===== src/design/calclk_pkg.sv =====
// Shared types, constants and calendar helper functions for the calendar clock counter.
// Depends on nothing; imported by every other design file.
`default_nettype none

package calclk_pkg;

    // millisecond ticks per second
    localparam int unsigned TICKS_PER_SECOND = 1000;
    localparam int unsigned TICK_W = $clog2(TICKS_PER_SECOND + 1);

    // field widths
    localparam int unsigned OP_W     = 2;
    localparam int unsigned SEC_W    = 6;
    localparam int unsigned MIN_W    = 6;
    localparam int unsigned HOUR_W   = 5;
    localparam int unsigned DAY_W    = 5;
    localparam int unsigned DAYIN_W  = 6;
    localparam int unsigned MONTH_W  = 4;
    localparam int unsigned YEAR_W   = 12;
    localparam int unsigned DATA_W   = 32;
    localparam int unsigned ADDR_W   = 3;

    // operation codes
    localparam logic [OP_W-1:0] OP_TICK     = 2'd0;
    localparam logic [OP_W-1:0] OP_SET_DATE = 2'd1;
    localparam logic [OP_W-1:0] OP_SET_TIME = 2'd2;
    localparam logic [OP_W-1:0] OP_SET_ALL  = 2'd3;

    // register indexes (paddr bit 2 selects)
    localparam logic REG_MIN_YEAR = 1'b0;
    localparam logic REG_MAX_YEAR = 1'b1;

    // reset values
    localparam logic [YEAR_W-1:0] MIN_YEAR_RESET = 12'd2024;
    localparam logic [YEAR_W-1:0] MAX_YEAR_RESET = 12'd2035;
    localparam logic [YEAR_W-1:0] YEAR_RESET     = 12'd2024;

    // calendar limits
    localparam logic [SEC_W-1:0]   SEC_LAST   = 6'd59;
    localparam logic [MIN_W-1:0]   MIN_LAST   = 6'd59;
    localparam logic [HOUR_W-1:0]  HOUR_LAST  = 5'd23;
    localparam logic [DAY_W-1:0]   DAY_FIRST  = 5'd1;
    localparam logic [MONTH_W-1:0] MONTH_JAN  = 4'd1;
    localparam logic [MONTH_W-1:0] MONTH_FEB  = 4'd2;
    localparam logic [MONTH_W-1:0] MONTH_APR  = 4'd4;
    localparam logic [MONTH_W-1:0] MONTH_JUN  = 4'd6;
    localparam logic [MONTH_W-1:0] MONTH_SEP  = 4'd9;
    localparam logic [MONTH_W-1:0] MONTH_NOV  = 4'd11;
    localparam logic [MONTH_W-1:0] MONTH_DEC  = 4'd12;
    localparam logic [YEAR_W-1:0]  YEAR_LAST  = 12'd4095;

    // year limits from the configuration registers
    typedef struct packed {
        logic [YEAR_W-1:0] min_year;
        logic [YEAR_W-1:0] max_year;
    } cfg_t;

    // gregorian leap year: divisible by 4, and not by 100 unless by 400
    // divisibility by 25 through a reciprocal multiply, exact for 12-bit years
    function automatic logic is_leap(input logic [YEAR_W-1:0] y);
        logic [24:0] prod;
        logic [7:0]  q;
        logic [12:0] back;
        logic        div4;
        logic        div16;
        logic        div25;
        prod  = 25'(y) * 25'd5243;
        q     = prod[24:17];
        back  = 13'(q) * 13'd25;
        div25 = (back == {1'b0, y});
        div4  = (y[1:0] == 2'd0);
        div16 = (y[3:0] == 4'd0);
        return div4 && (!div25 || div16);
    endfunction

    // days in month m
    function automatic logic [DAY_W-1:0] month_length(input logic [MONTH_W-1:0] m,
                                                      input logic leap);
        logic [DAY_W-1:0] len;
        case (m)
            MONTH_FEB: len = leap ? 5'd29 : 5'd28;
            MONTH_APR, MONTH_JUN, MONTH_SEP, MONTH_NOV: len = 5'd30;
            default: len = 5'd31;
        endcase
        return len;
    endfunction

endpackage

`default_nettype wire


===== src/design/calclk_regs.sv =====
// APB-style configuration registers: year limits for date loads.
// Depends on calclk_pkg.
`default_nettype none

module calclk_regs (
    input  wire logic                      clk,
    input  wire logic                      rst_n,
    input  wire logic                      psel,
    input  wire logic                      penable,
    input  wire logic                      pwrite,
    input  wire logic [calclk_pkg::ADDR_W-1:0] paddr,
    input  wire logic [calclk_pkg::DATA_W-1:0] pwdata,
    output logic      [calclk_pkg::DATA_W-1:0] prdata,
    output logic                           pready,
    output calclk_pkg::cfg_t               cfg
);
    import calclk_pkg::*;

    logic [YEAR_W-1:0] min_year_reg;
    logic [YEAR_W-1:0] max_year_reg;
    logic              wr_en;

    assign pready = 1'b1;
    assign wr_en  = psel && penable && pwrite;

    // register writes
    always_ff @(posedge clk or negedge rst_n)
    begin
        if (!rst_n)
        begin
            min_year_reg <= MIN_YEAR_RESET;
            max_year_reg <= MAX_YEAR_RESET;
        end
        else if (wr_en)
        begin
            if (paddr[2] == REG_MIN_YEAR)
            begin
                min_year_reg <= pwdata[YEAR_W-1:0];
            end
            else
            begin
                max_year_reg <= pwdata[YEAR_W-1:0];
            end
        end
    end

    // read mux
    always_comb
    begin
        prdata = '0;
        case (paddr[2])
            REG_MIN_YEAR: prdata = DATA_W'(min_year_reg);
            REG_MAX_YEAR: prdata = DATA_W'(max_year_reg);
            default:      prdata = '0;
        endcase
    end

    assign cfg.min_year = min_year_reg;
    assign cfg.max_year = max_year_reg;

endmodule

`default_nettype wire


===== src/design/calclk_core.sv =====
// Clock and calendar state, updated once per accepted word.
// The state registers double as the result register. Depends on calclk_pkg.
`default_nettype none

module calclk_core (
    input  wire logic                          clk,
    input  wire logic                          rst_n,
    input  wire calclk_pkg::cfg_t              cfg,
    input  wire logic                          in_valid,
    output logic                               in_ready,
    input  wire logic [calclk_pkg::OP_W-1:0]    operation,
    input  wire logic [calclk_pkg::DAYIN_W-1:0] day_in,
    input  wire logic [calclk_pkg::MONTH_W-1:0] month_in,
    input  wire logic [calclk_pkg::YEAR_W-1:0]  year_in,
    input  wire logic [calclk_pkg::HOUR_W-1:0]  hour_in,
    input  wire logic [calclk_pkg::MIN_W-1:0]   minute_in,
    output logic                               out_valid,
    input  wire logic                          out_ready,
    output logic      [calclk_pkg::SEC_W-1:0]   second_now,
    output logic      [calclk_pkg::MIN_W-1:0]   minute_now,
    output logic      [calclk_pkg::HOUR_W-1:0]  hour_now,
    output logic      [calclk_pkg::DAY_W-1:0]   day_now,
    output logic      [calclk_pkg::MONTH_W-1:0] month_now,
    output logic      [calclk_pkg::YEAR_W-1:0]  year_now
);
    import calclk_pkg::*;

    logic [TICK_W-1:0]  phase_reg,  phase_next;
    logic [SEC_W-1:0]   sec_reg,    sec_next;
    logic [MIN_W-1:0]   min_reg,    min_next;
    logic [HOUR_W-1:0]  hour_reg,   hour_next;
    logic [DAY_W-1:0]   day_reg,    day_next;
    logic [MONTH_W-1:0] month_reg,  month_next;
    logic [YEAR_W-1:0]  year_reg,   year_next;
    logic               valid_reg,  valid_next;

    logic               accept;
    logic [TICK_W:0]    phase_sum;
    logic [DAY_W-1:0]   cur_len;
    logic [YEAR_W-1:0]  year_lo;
    logic [YEAR_W-1:0]  year_ld;
    logic [MONTH_W-1:0] month_ld;
    logic [DAY_W-1:0]   len_ld;
    logic [DAYIN_W-1:0] day_ld;
    logic               do_date;
    logic               do_time;

    // a new word enters whenever the result slot is free or being drained
    assign in_ready = !valid_reg || out_ready;
    assign accept   = in_valid && in_ready;
    assign do_date  = (operation == OP_SET_DATE) || (operation == OP_SET_ALL);
    assign do_time  = (operation == OP_SET_TIME) || (operation == OP_SET_ALL);

    // length of the current month for the day rollover
    assign cur_len   = month_length(month_reg, is_leap(year_reg));
    assign phase_sum = {1'b0, phase_reg} + (TICK_W+1)'(1);

    // clamped date load values; max_year wins when limits cross
    always_comb
    begin
        year_lo  = (year_in < cfg.min_year) ? cfg.min_year : year_in;
        year_ld  = (year_lo > cfg.max_year) ? cfg.max_year : year_lo;
        if (month_in == 4'd0)
        begin
            month_ld = MONTH_JAN;
        end
        else if (month_in > MONTH_DEC)
        begin
            month_ld = MONTH_DEC;
        end
        else
        begin
            month_ld = month_in;
        end
        len_ld = month_length(month_ld, is_leap(year_ld));
        if (day_in == 6'd0)
        begin
            day_ld = DAYIN_W'(DAY_FIRST);
        end
        else if (day_in > DAYIN_W'(len_ld))
        begin
            day_ld = DAYIN_W'(len_ld);
        end
        else
        begin
            day_ld = day_in;
        end
    end

    // next state
    always_comb
    begin
        phase_next = phase_reg;
        sec_next   = sec_reg;
        min_next   = min_reg;
        hour_next  = hour_reg;
        day_next   = day_reg;
        month_next = month_reg;
        year_next  = year_reg;
        valid_next = valid_reg;
        if (out_ready)
        begin
            valid_next = 1'b0;
        end
        if (accept)
        begin
            valid_next = 1'b1;
            if (operation == OP_TICK)
            begin
                if (phase_sum >= (TICK_W+1)'(TICKS_PER_SECOND))
                begin
                    phase_next = '0;
                    // cascade seconds into minutes, hours, days, months, years
                    if (sec_reg != SEC_LAST)
                    begin
                        sec_next = sec_reg + 6'd1;
                    end
                    else
                    begin
                        sec_next = '0;
                        if (min_reg != MIN_LAST)
                        begin
                            min_next = min_reg + 6'd1;
                        end
                        else
                        begin
                            min_next = '0;
                            if (hour_reg != HOUR_LAST)
                            begin
                                hour_next = hour_reg + 5'd1;
                            end
                            else
                            begin
                                hour_next = '0;
                                if (day_reg < cur_len)
                                begin
                                    day_next = day_reg + 5'd1;
                                end
                                else
                                begin
                                    day_next = DAY_FIRST;
                                    if (month_reg < MONTH_DEC)
                                    begin
                                        month_next = month_reg + 4'd1;
                                    end
                                    else
                                    begin
                                        month_next = MONTH_JAN;
                                        if (year_reg != YEAR_LAST)
                                        begin
                                            year_next = year_reg + 12'd1;
                                        end
                                    end
                                end
                            end
                        end
                    end
                end
                else
                begin
                    phase_next = phase_sum[TICK_W-1:0];
                end
            end
            else
            begin
                if (do_date)
                begin
                    day_next   = day_ld[DAY_W-1:0];
                    month_next = month_ld;
                    year_next  = year_ld;
                end
                if (do_time)
                begin
                    hour_next  = (hour_in > HOUR_LAST) ? HOUR_LAST : hour_in;
                    min_next   = (minute_in > MIN_LAST) ? MIN_LAST : minute_in;
                    sec_next   = '0;
                    phase_next = '0;
                end
            end
        end
    end

    // state and result registers
    always_ff @(posedge clk or negedge rst_n)
    begin
        if (!rst_n)
        begin
            phase_reg <= '0;
            sec_reg   <= '0;
            min_reg   <= '0;
            hour_reg  <= '0;
            day_reg   <= DAY_FIRST;
            month_reg <= MONTH_JAN;
            year_reg  <= YEAR_RESET;
            valid_reg <= 1'b0;
        end
        else
        begin
            phase_reg <= phase_next;
            sec_reg   <= sec_next;
            min_reg   <= min_next;
            hour_reg  <= hour_next;
            day_reg   <= day_next;
            month_reg <= month_next;
            year_reg  <= year_next;
            valid_reg <= valid_next;
        end
    end

    assign out_valid  = valid_reg;
    assign second_now = sec_reg;
    assign minute_now = min_reg;
    assign hour_now   = hour_reg;
    assign day_now    = day_reg;
    assign month_now  = month_reg;
    assign year_now   = year_reg;

endmodule

`default_nettype wire


===== src/design/calendar_clock_counter.sv =====
// Calendar clock counter: one word per cycle while results are taken, one result word per
// input word, each result showing the clock just after that word. A word is a millisecond
// tick, a date load, a time load or both; loads are clamped to legal values, the year to
// the min_year/max_year registers at APB byte addresses 0 and 4. Results show in the
// cycle after acceptance: the whole update (tick cascade or clamped load) settles between
// the state registers, which also hold the result, so in_ready stays high while the
// result is taken in the same cycle. Depends on calclk_pkg, calclk_regs and calclk_core.
`default_nettype none

module calendar_clock_counter (
    input  wire logic                          clk,
    input  wire logic                          rst_n,
    input  wire logic                          psel,
    input  wire logic                          penable,
    input  wire logic                          pwrite,
    input  wire logic [calclk_pkg::ADDR_W-1:0]  paddr,
    input  wire logic [calclk_pkg::DATA_W-1:0]  pwdata,
    output logic      [calclk_pkg::DATA_W-1:0]  prdata,
    output logic                               pready,
    input  wire logic                          in_valid,
    output logic                               in_ready,
    input  wire logic [calclk_pkg::OP_W-1:0]    operation,
    input  wire logic [calclk_pkg::DAYIN_W-1:0] day_in,
    input  wire logic [calclk_pkg::MONTH_W-1:0] month_in,
    input  wire logic [calclk_pkg::YEAR_W-1:0]  year_in,
    input  wire logic [calclk_pkg::HOUR_W-1:0]  hour_in,
    input  wire logic [calclk_pkg::MIN_W-1:0]   minute_in,
    output logic                               out_valid,
    input  wire logic                          out_ready,
    output logic      [calclk_pkg::SEC_W-1:0]   second_now,
    output logic      [calclk_pkg::MIN_W-1:0]   minute_now,
    output logic      [calclk_pkg::HOUR_W-1:0]  hour_now,
    output logic      [calclk_pkg::DAY_W-1:0]   day_now,
    output logic      [calclk_pkg::MONTH_W-1:0] month_now,
    output logic      [calclk_pkg::YEAR_W-1:0]  year_now
);
    import calclk_pkg::*;

    cfg_t cfg;

    // configuration registers
    calclk_regs u_regs (
        .clk     (clk),
        .rst_n   (rst_n),
        .psel    (psel),
        .penable (penable),
        .pwrite  (pwrite),
        .paddr   (paddr),
        .pwdata  (pwdata),
        .prdata  (prdata),
        .pready  (pready),
        .cfg     (cfg)
    );

    // clock and calendar datapath
    calclk_core u_core (
        .clk        (clk),
        .rst_n      (rst_n),
        .cfg        (cfg),
        .in_valid   (in_valid),
        .in_ready   (in_ready),
        .operation  (operation),
        .day_in     (day_in),
        .month_in   (month_in),
        .year_in    (year_in),
        .hour_in    (hour_in),
        .minute_in  (minute_in),
        .out_valid  (out_valid),
        .out_ready  (out_ready),
        .second_now (second_now),
        .minute_now (minute_now),
        .hour_now   (hour_now),
        .day_now    (day_now),
        .month_now  (month_now),
        .year_now   (year_now)
    );

    // while a result is valid, seconds, minutes, hours and months are in range and day is at least 1
    a_ranges: assert property (@(posedge clk) disable iff (!rst_n)
        out_valid |-> (second_now <= SEC_LAST && minute_now <= MIN_LAST &&
                       hour_now <= HOUR_LAST && day_now >= DAY_FIRST &&
                       month_now >= MONTH_JAN && month_now <= MONTH_DEC))
        else $error("clock field out of range");

    // a time load restarts the second
    a_set_time: assert property (@(posedge clk) disable iff (!rst_n)
        (in_valid && in_ready && operation[1]) |=> (out_valid && second_now == '0))
        else $error("time load did not clear seconds");

    // a date load never exceeds the configured maximum year
    a_set_year: assert property (@(posedge clk) disable iff (!rst_n)
        (in_valid && in_ready && operation[0]) |=> (year_now <= cfg.max_year))
        else $error("date load above max_year");

    // a waiting result blocks new words
    a_backpressure: assert property (@(posedge clk) disable iff (!rst_n)
        (out_valid && !out_ready) |-> !in_ready)
        else $error("word accepted over a pending result");

endmodule

`default_nettype wire

===== config.mk =====
export PLATFORM = sky130hd
export DESIGN_NAME = calendar_clock_counter
export DESIGN_NICKNAME = d
export VERILOG_FILES = /design/src/design/calclk_pkg.sv /design/src/design/calclk_regs.sv /design/src/design/calclk_core.sv /design/src/design/calendar_clock_counter.sv
export SDC_FILE = /design/constraint.sdc
export NUM_CORES = 1
export LEC_CHECK = 0
export BUFFER_PORTS_ARGS = -buffer_cell sky130_fd_sc_hd__buf_2
export CORE_MARGIN = 2
export CORE_UTILIZATION = 66
export CTS_CLUSTER_DIAMETER = 200
export CTS_CLUSTER_SIZE = 24
export DETAILED_ROUTE_END_ITERATION = 10
export GPL_TIMING_DRIVEN = 0
export HOLD_SLACK_MARGIN = 0.05
export PLACE_DENSITY_LB_ADDON = 0.25
export RECOVER_POWER = 100
export SLEW_MARGIN = 20
export SYNTH_ARGS = -nofsm -noshare
export SYNTH_HDL_FRONTEND = slang
export SYNTH_HIERARCHICAL = 1
export SYNTH_SLANG_ARGS = --single-unit

===== constraint.sdc =====
create_clock -name clk -period 31.1 [get_ports clk]
set_input_delay 4.665 -clock clk [delete_from_list [all_inputs] [get_ports clk]]
set_output_delay 4.665 -clock clk [all_outputs]
set_load 0.005 [all_outputs]

==> results of run 1 <==
-- final timing paths --
| kind | cells past startpoint | from | end |
|---|---|---|---|
| max in group asynchronous | 2 | rst_n | u_regs/min_year_reg[11] |
| hold reg to reg | 1 | u_core/phase_reg[9] | u_core/phase_reg[9] |
| hold / removal | 1 | u_core/phase_reg[9] | u_core/phase_reg[9] |
| setup reg to reg | 56 | u_regs/min_year_reg[7] | u_core/day_now[0] |
| setup / recovery | 56 | year_in[7] | u_core/day_now[0] |
| min in group asynchronous | 1 | rst_n | u_core/hour_now[1] |
-- cell families after synthesis --
kind of cell,after synthesis
xor gates and xnor gates,61
and+or+nand+nor,255
DFF,73
adders and majority gates,349
buffers and inverters,271
muxes,61
other,2
AOI/OAI and AO/OA,240
-- routing by layer --
| layer | share of wire | vias up | GRT usage |
|---|---|---|---|
| li1 | - | 4750 | - |
| met1 | 0.42 | 4727 | 0.3845 |
| met2 | 0.50 | 344 | 0.5328 |
| met3 | 0.056 | 66 | 0.04370 |
| met4 | 0.028 | 0 | 0.1068 |
| met5 | 0 | - | 0 |
-- worst register-to-register path: cells and delay by family (launching register included) --
kind                       cells  cell delay (ns)
DFF                            1             0.55
AOI/OAI and AO/OA             19             3.47
buffers and inverters          9             1.39
and+or+nand+nor                9             2.11
adders and majority gates     13             5.14
muxes                          3             1.42
xor gates and xnor gates       3             0.99
-- final cells by class --
| class | count | share of cell area |
|---|---|---|
| inverters | 227 | 0.06450 |
| plain buffers | 44 | 0.01961 |
| clock buffers | 13 | 0.01970 |
| repair buffers | 107 | 0.03808 |
| diodes | 3 | 0.0005683 |
| flip-flops and latches | 73 | 0.1407 |
| well taps | 229 | 0.02169 |
| clock inverters | 3 | 0.003031 |
| multi-input cells | 987 | 0.6922 |
-- per-stage QoR --
step / worst slack (ns) / util / instances
2_1_floorplan: 14.74 / - / 1331
3_3_place_gp: 13.05 / 0.7225 / 1666
3_5_place_dp: 12.71 / 0.7237 / 1667
4_1_cts: 12.80 / 0.7404 / 1683
5_1_grt: 11.40 / 0.7328 / 1685
6_report: 12.10 / 0.7329 / 1686
-- placed cells by master, fill, tap and decap left out, types with 20 or more instances in the layout --
cell / synthesis / final
a21o_1: 20 / 20
a21oi_1: 67 / 66
buf_2: 3 / 81
buf_4: 21 / 21
clkbuf_1: 15 / 49
conb_1: 2 / 21
dfrtp_1: 48 / 48
fa_1: 93 / 93
ha_1: 256 / 256
inv_1: 226 / 226
mux2_2: 31 / 29
nand2_1: 64 / 64
nand3_1: 22 / 22
nor2_1: 62 / 62
o21ai_0: 73 / 75
xnor2_1: 40 / 40
xor2_1: 21 / 21
==> results.ini, run 1 <==
[die]
pin_count = 150
die_area_um2 = 19490
die_h_um = 139.6
fp-row-count = 49
start_util = 0.6732
core_area_um2 = 18020
die_x_um = 139.6

[critical_path]
critPathMaxFanout = 10
path_buf_inv = 9
cp_top_family = adder cells
cp_common_cell = ha_1
start_kind = input pin
criticalPathCategory = input pin to register
crit_path_end_kind = register
worst_path_largest_cell_delay_ns = 0.83
rrSetupSlack_ns = 15.96
required_ns = 31.36
slowest_stage = mux2i_1
arrival_ns = 19.26

[detailed_routing]
avgViaCountPerCell = 5.864
post_drt_wl_per_cell_um = 17.22
wl_um = 29030
ant_nets = 0
drt_iter0_drc = 609
firstDrtPassIters = 6
dr_total_vias = 9887
drc = 0

[synth]
synth_cell_type_count = 80
synth-seq-cells = 73
synth_top_family_by_area = adder cells
synth_fa_ha_area_frac = 0.4174
synth_cells = 1312
synth_warnings = 6
async_flop_share = 1.000
synth-seq-area-share = 0.1531
synth_edf_count = 0
netlist_top_cells_count = 256 x ha_1, 226 x inv_1, 93 x fa_1
synth-xor-area-share = 0.04403
yosys.area.top_type = ha_1
synth_area_leaders = ha_1 26%, fa_1 15%, dfrtp_1 9.9%
synth_compound_area_frac = 0.1226
syn_avg_cell_area_um2 = 9.249
yosys.area_share.simple = 0.1074
synth.area.mux_share = 0.06104
synth.most_common_cell = ha_1
synth_ff_type = dfrtp_1
synth_top_area_frac = 0.2640
syn-cell-area_um2 = 12130

[placement]
dpl_cell_area_um2 = 13050
port-buffer-count = 106
place_congestion = 0.8933
hpwlAfterDp_um = 23760

[layout]
regArea_um2 = 1858
final_nets = 1875
drive_above_1_share = 0.1245
multiInputGateArea_um2 = 9144
fill_cells = 1358
syn2layout_area_growth_pct = 8.868
fin_area_um2 = 13210

[sta]
min_period_ns = 19.00
maxSlewHeadroom = -0.3677
hold_viol = 0
worst_pin_slew_ns = 2.051
setup_viol_count_final = 0
tns_ns = 0
rsz0062_at_grt = no
drv_slew = 76
fmax_mhz = 52.64
clock_skew_ns = 0.006713
fin_crit_sh = 0.6108
holdWs_ns = 0.4846

[grt]
grt_max_degree = 39
grt_overflow = 0
grt_usage = 0.3036
antenna_found_initial = 3
grt_pass1_wl_um = 47960
grt_pass1_vias = 9958

[cts]
clock_sinks = 73
htree_levels = 3
postCtsHoldBufs = 0
cts_tree = done
cts_root_buffer = clkbuf_16
cts_buffers = 9
clk_path_buf_depth = 2
cts-resized-gates = 0
clk_pin_slew_ns = 0.06
postCtsSetupBuffers = 0
insertion_delay_ns = 0.34

[job]
drv_cap = 2

[status]
status = finished with violations
failed_checks = max-capacitance violations, max-slew violations

[min_path]
hold_class = register to register

Power of run 1 is left out: the tool's default activity adds up to more than one toggle a clock period on the data nets, which glitch-free logic cannot reach.
==> run 2: changes to the inputs <==
--- a/config.mk
+++ b/config.mk
@@ -5,9 +5,10 @@
 export SDC_FILE = /design/constraint.sdc
 export NUM_CORES = 1
 export LEC_CHECK = 0
+export ABC_AREA = 1
 export BUFFER_PORTS_ARGS = -buffer_cell sky130_fd_sc_hd__buf_2
 export CORE_MARGIN = 2
-export CORE_UTILIZATION = 66
+export CORE_UTILIZATION = 62
 export CTS_CLUSTER_DIAMETER = 200
 export CTS_CLUSTER_SIZE = 24
 export DETAILED_ROUTE_END_ITERATION = 10
==> constraint.sdc (replaced) <==
create_clock -name clk -period 18.95 [get_ports clk]
set_input_delay 2.8425 -clock clk [delete_from_list [all_inputs] [get_ports clk]]
set_output_delay 2.8425 -clock clk [all_outputs]
set_load 0.005 [all_outputs]
==> results.ini, run 2 <==
[status]
status = finished with violations
failed_checks = max-capacitance violations, max-slew violations

[detailed_routing]
drc = 0
drt_iter0_drc = 794
ant_nets = 0
avgViaCountPerCell = 5.465
post_drt_wl_per_cell_um = 14.82
wl_um = 31220
dr_total_vias = 11510
firstDrtPassIters = 5

[synth]
synth-seq-cells = 73
synth_warnings = 6
yosys.area.top_type = ha_1
syn-cell-area_um2 = 12920
synth.most_common_cell = nand2_1
synth_top_area_frac = 0.2480
synth_area_leaders = ha_1 25%, fa_1 14%, nand2_1 11%
async_flop_share = 1.000
synth_ff_type = dfrtp_1
netlist_top_cells_count = 382 x nand2_1, 314 x inv_1, 256 x ha_1
synth-seq-area-share = 0.1439
synth_edf_count = 0
synth_cell_type_count = 56
syn_avg_cell_area_um2 = 7.620
synth_cells = 1695

[cts]
cts_root_buffer = clkbuf_16
cts-resized-gates = 0
clock_sinks = 73
htree_levels = 3
cts_tree = done
cts_buffers = 9
postCtsSetupBuffers = 0
clk_path_buf_depth = 2
clk_pin_slew_ns = 0.06
postCtsHoldBufs = 0
insertion_delay_ns = 0.35

[sta]
worst_pin_slew_ns = 2.968
setup_viol_count_final = 0
drv_slew = 54
rsz0062_at_grt = no
maxSlewHeadroom = -0.9786
hold_viol = 0
min_period_ns = 14.76
fmax_mhz = 67.76
fin_crit_sh = 0.7788
clock_skew_ns = 0.009794
tns_ns = 0
holdWs_ns = 0.4748

[critical_path]
arrival_ns = 15.02
crit_path_end_kind = register
required_ns = 19.22
slowest_stage = fa_1
start_kind = input pin
worst_path_largest_cell_delay_ns = 0.54
cp_common_cell = nand2_1
criticalPathCategory = input pin to register
critPathMaxFanout = 10

[layout]
final_util = 0.6880
antennaDiodeCount = 0
drive_above_1_share = 0.09477
final_nets = 2257
final_common_cell = nand2_1
syn2layout_area_growth_pct = 8.476
mostFrequentLayoutCells = 389 x nand2_1, 315 x inv_1, 256 x ha_1, 127 x nand3_1, 93 x fa_1

[grt]
grt_overflow = 0
grt_pass1_vias = 11138
antenna_found_initial = 0
grt_max_degree = 54
grt_usage = 0.2887
grt_pass1_wl_um = 51770

[min_path]
hold_class = register to register

[die]
core_area_um2 = 20360
pin_count = 150
die_x_um = 148.3
fp-row-count = 52
start_util = 0.6342
die_h_um = 148.3
die_area_um2 = 22000

[placement]
place_congestion = 0.9264
port-buffer-count = 105
hpwlAfterDp_um = 25910

[job]
drv_cap = 1

[run 2: cell count changes after synthesis, moves of 17 or more]
| cell | delta |
|---|---|
| inv_1 | +88 |
| nand3_1 | +104 |
| xor2_1 | +17 |
| nand2_1 | +318 |
| mux2_2 | -31 |
| xnor2_1 | -22 |
[run 2: metrics by stage]
stage	setup slack, ns	cells	cell area, um2
final	4.192	2106	14010
after detailed placement	4.392	2090	13880
after global placement	4.578	2089	13850
after CTS	4.667	2106	14170
after global routing	3.254	2106	14010
after floorplan	6.059	1714	12990
[run 2: kinds of logic (layout without fill, tap and decap cells)]
logic type                 after synthesis  after routing  share of synthesized area
AOI/OAI and AO/OA                      185            185                    0.08225
xor gates and xnor gates                56             56                    0.03797
and+or+nand+nor                        662            662                     0.2252
buffers and inverters                  368            490                     0.1180
DFF                                     73             73                     0.1439
adders and majority gates              349            349                     0.3921
other                                    2             21                  0.0005814
[run 2: worst paths after layout]
check | endpoint | cells past startpoint | slack [ns] | start
max | u_core/day_now[1] | 71 | 4.19 | year_in[11]
min | u_regs/max_year_reg[6] | 2 | 0.47 | u_regs/max_year_reg[6]
max reg2reg | u_core/day_now[1] | 71 | 6.18 | u_regs/min_year_reg[10]
min reg2reg | u_regs/max_year_reg[6] | 2 | 0.47 | u_regs/max_year_reg[6]
max in group asynchronous | u_core/year_now[2] | 2 | 12.88 | rst_n
min in group asynchronous | u_regs/min_year_reg[11] | 1 | 2.69 | rst_n
[run 2: critical path: cells and delay by family]
| kind | cells | cell delay, ns |
|---|---|---|
| fa+ha+maj | 13 | 4.83 |
| compound gates | 11 | 1.59 |
| xor+xnor | 1 | 0.39 |
| simple gates | 35 | 4.00 |
| buf+inv | 11 | 1.36 |
[run 2: layout make-up]
type                            count  area, um2
Multi-Input combinational cell   1273       9539
Fill cell                        1709       6354
Sequential cell                    73       1858
Inverter                          323       1215
Timing Repair Buffer              106      499.2
Tap cell                          270      337.8
Buffer                             45      274.0
Clock buffer                        9      225.2
Clock inverter                      7      62.56
[run 2: routing by layer]
metal	vias to the layer above	wire length, um	track usage
li1	5692	-	-
met2	340	15130	0.4991
met4	0	966	0.1010
met3	75	1536	0.03528
met5	-	0	0
met1	5403	13590	0.3751
Power of run 2 is left out for the same reason.
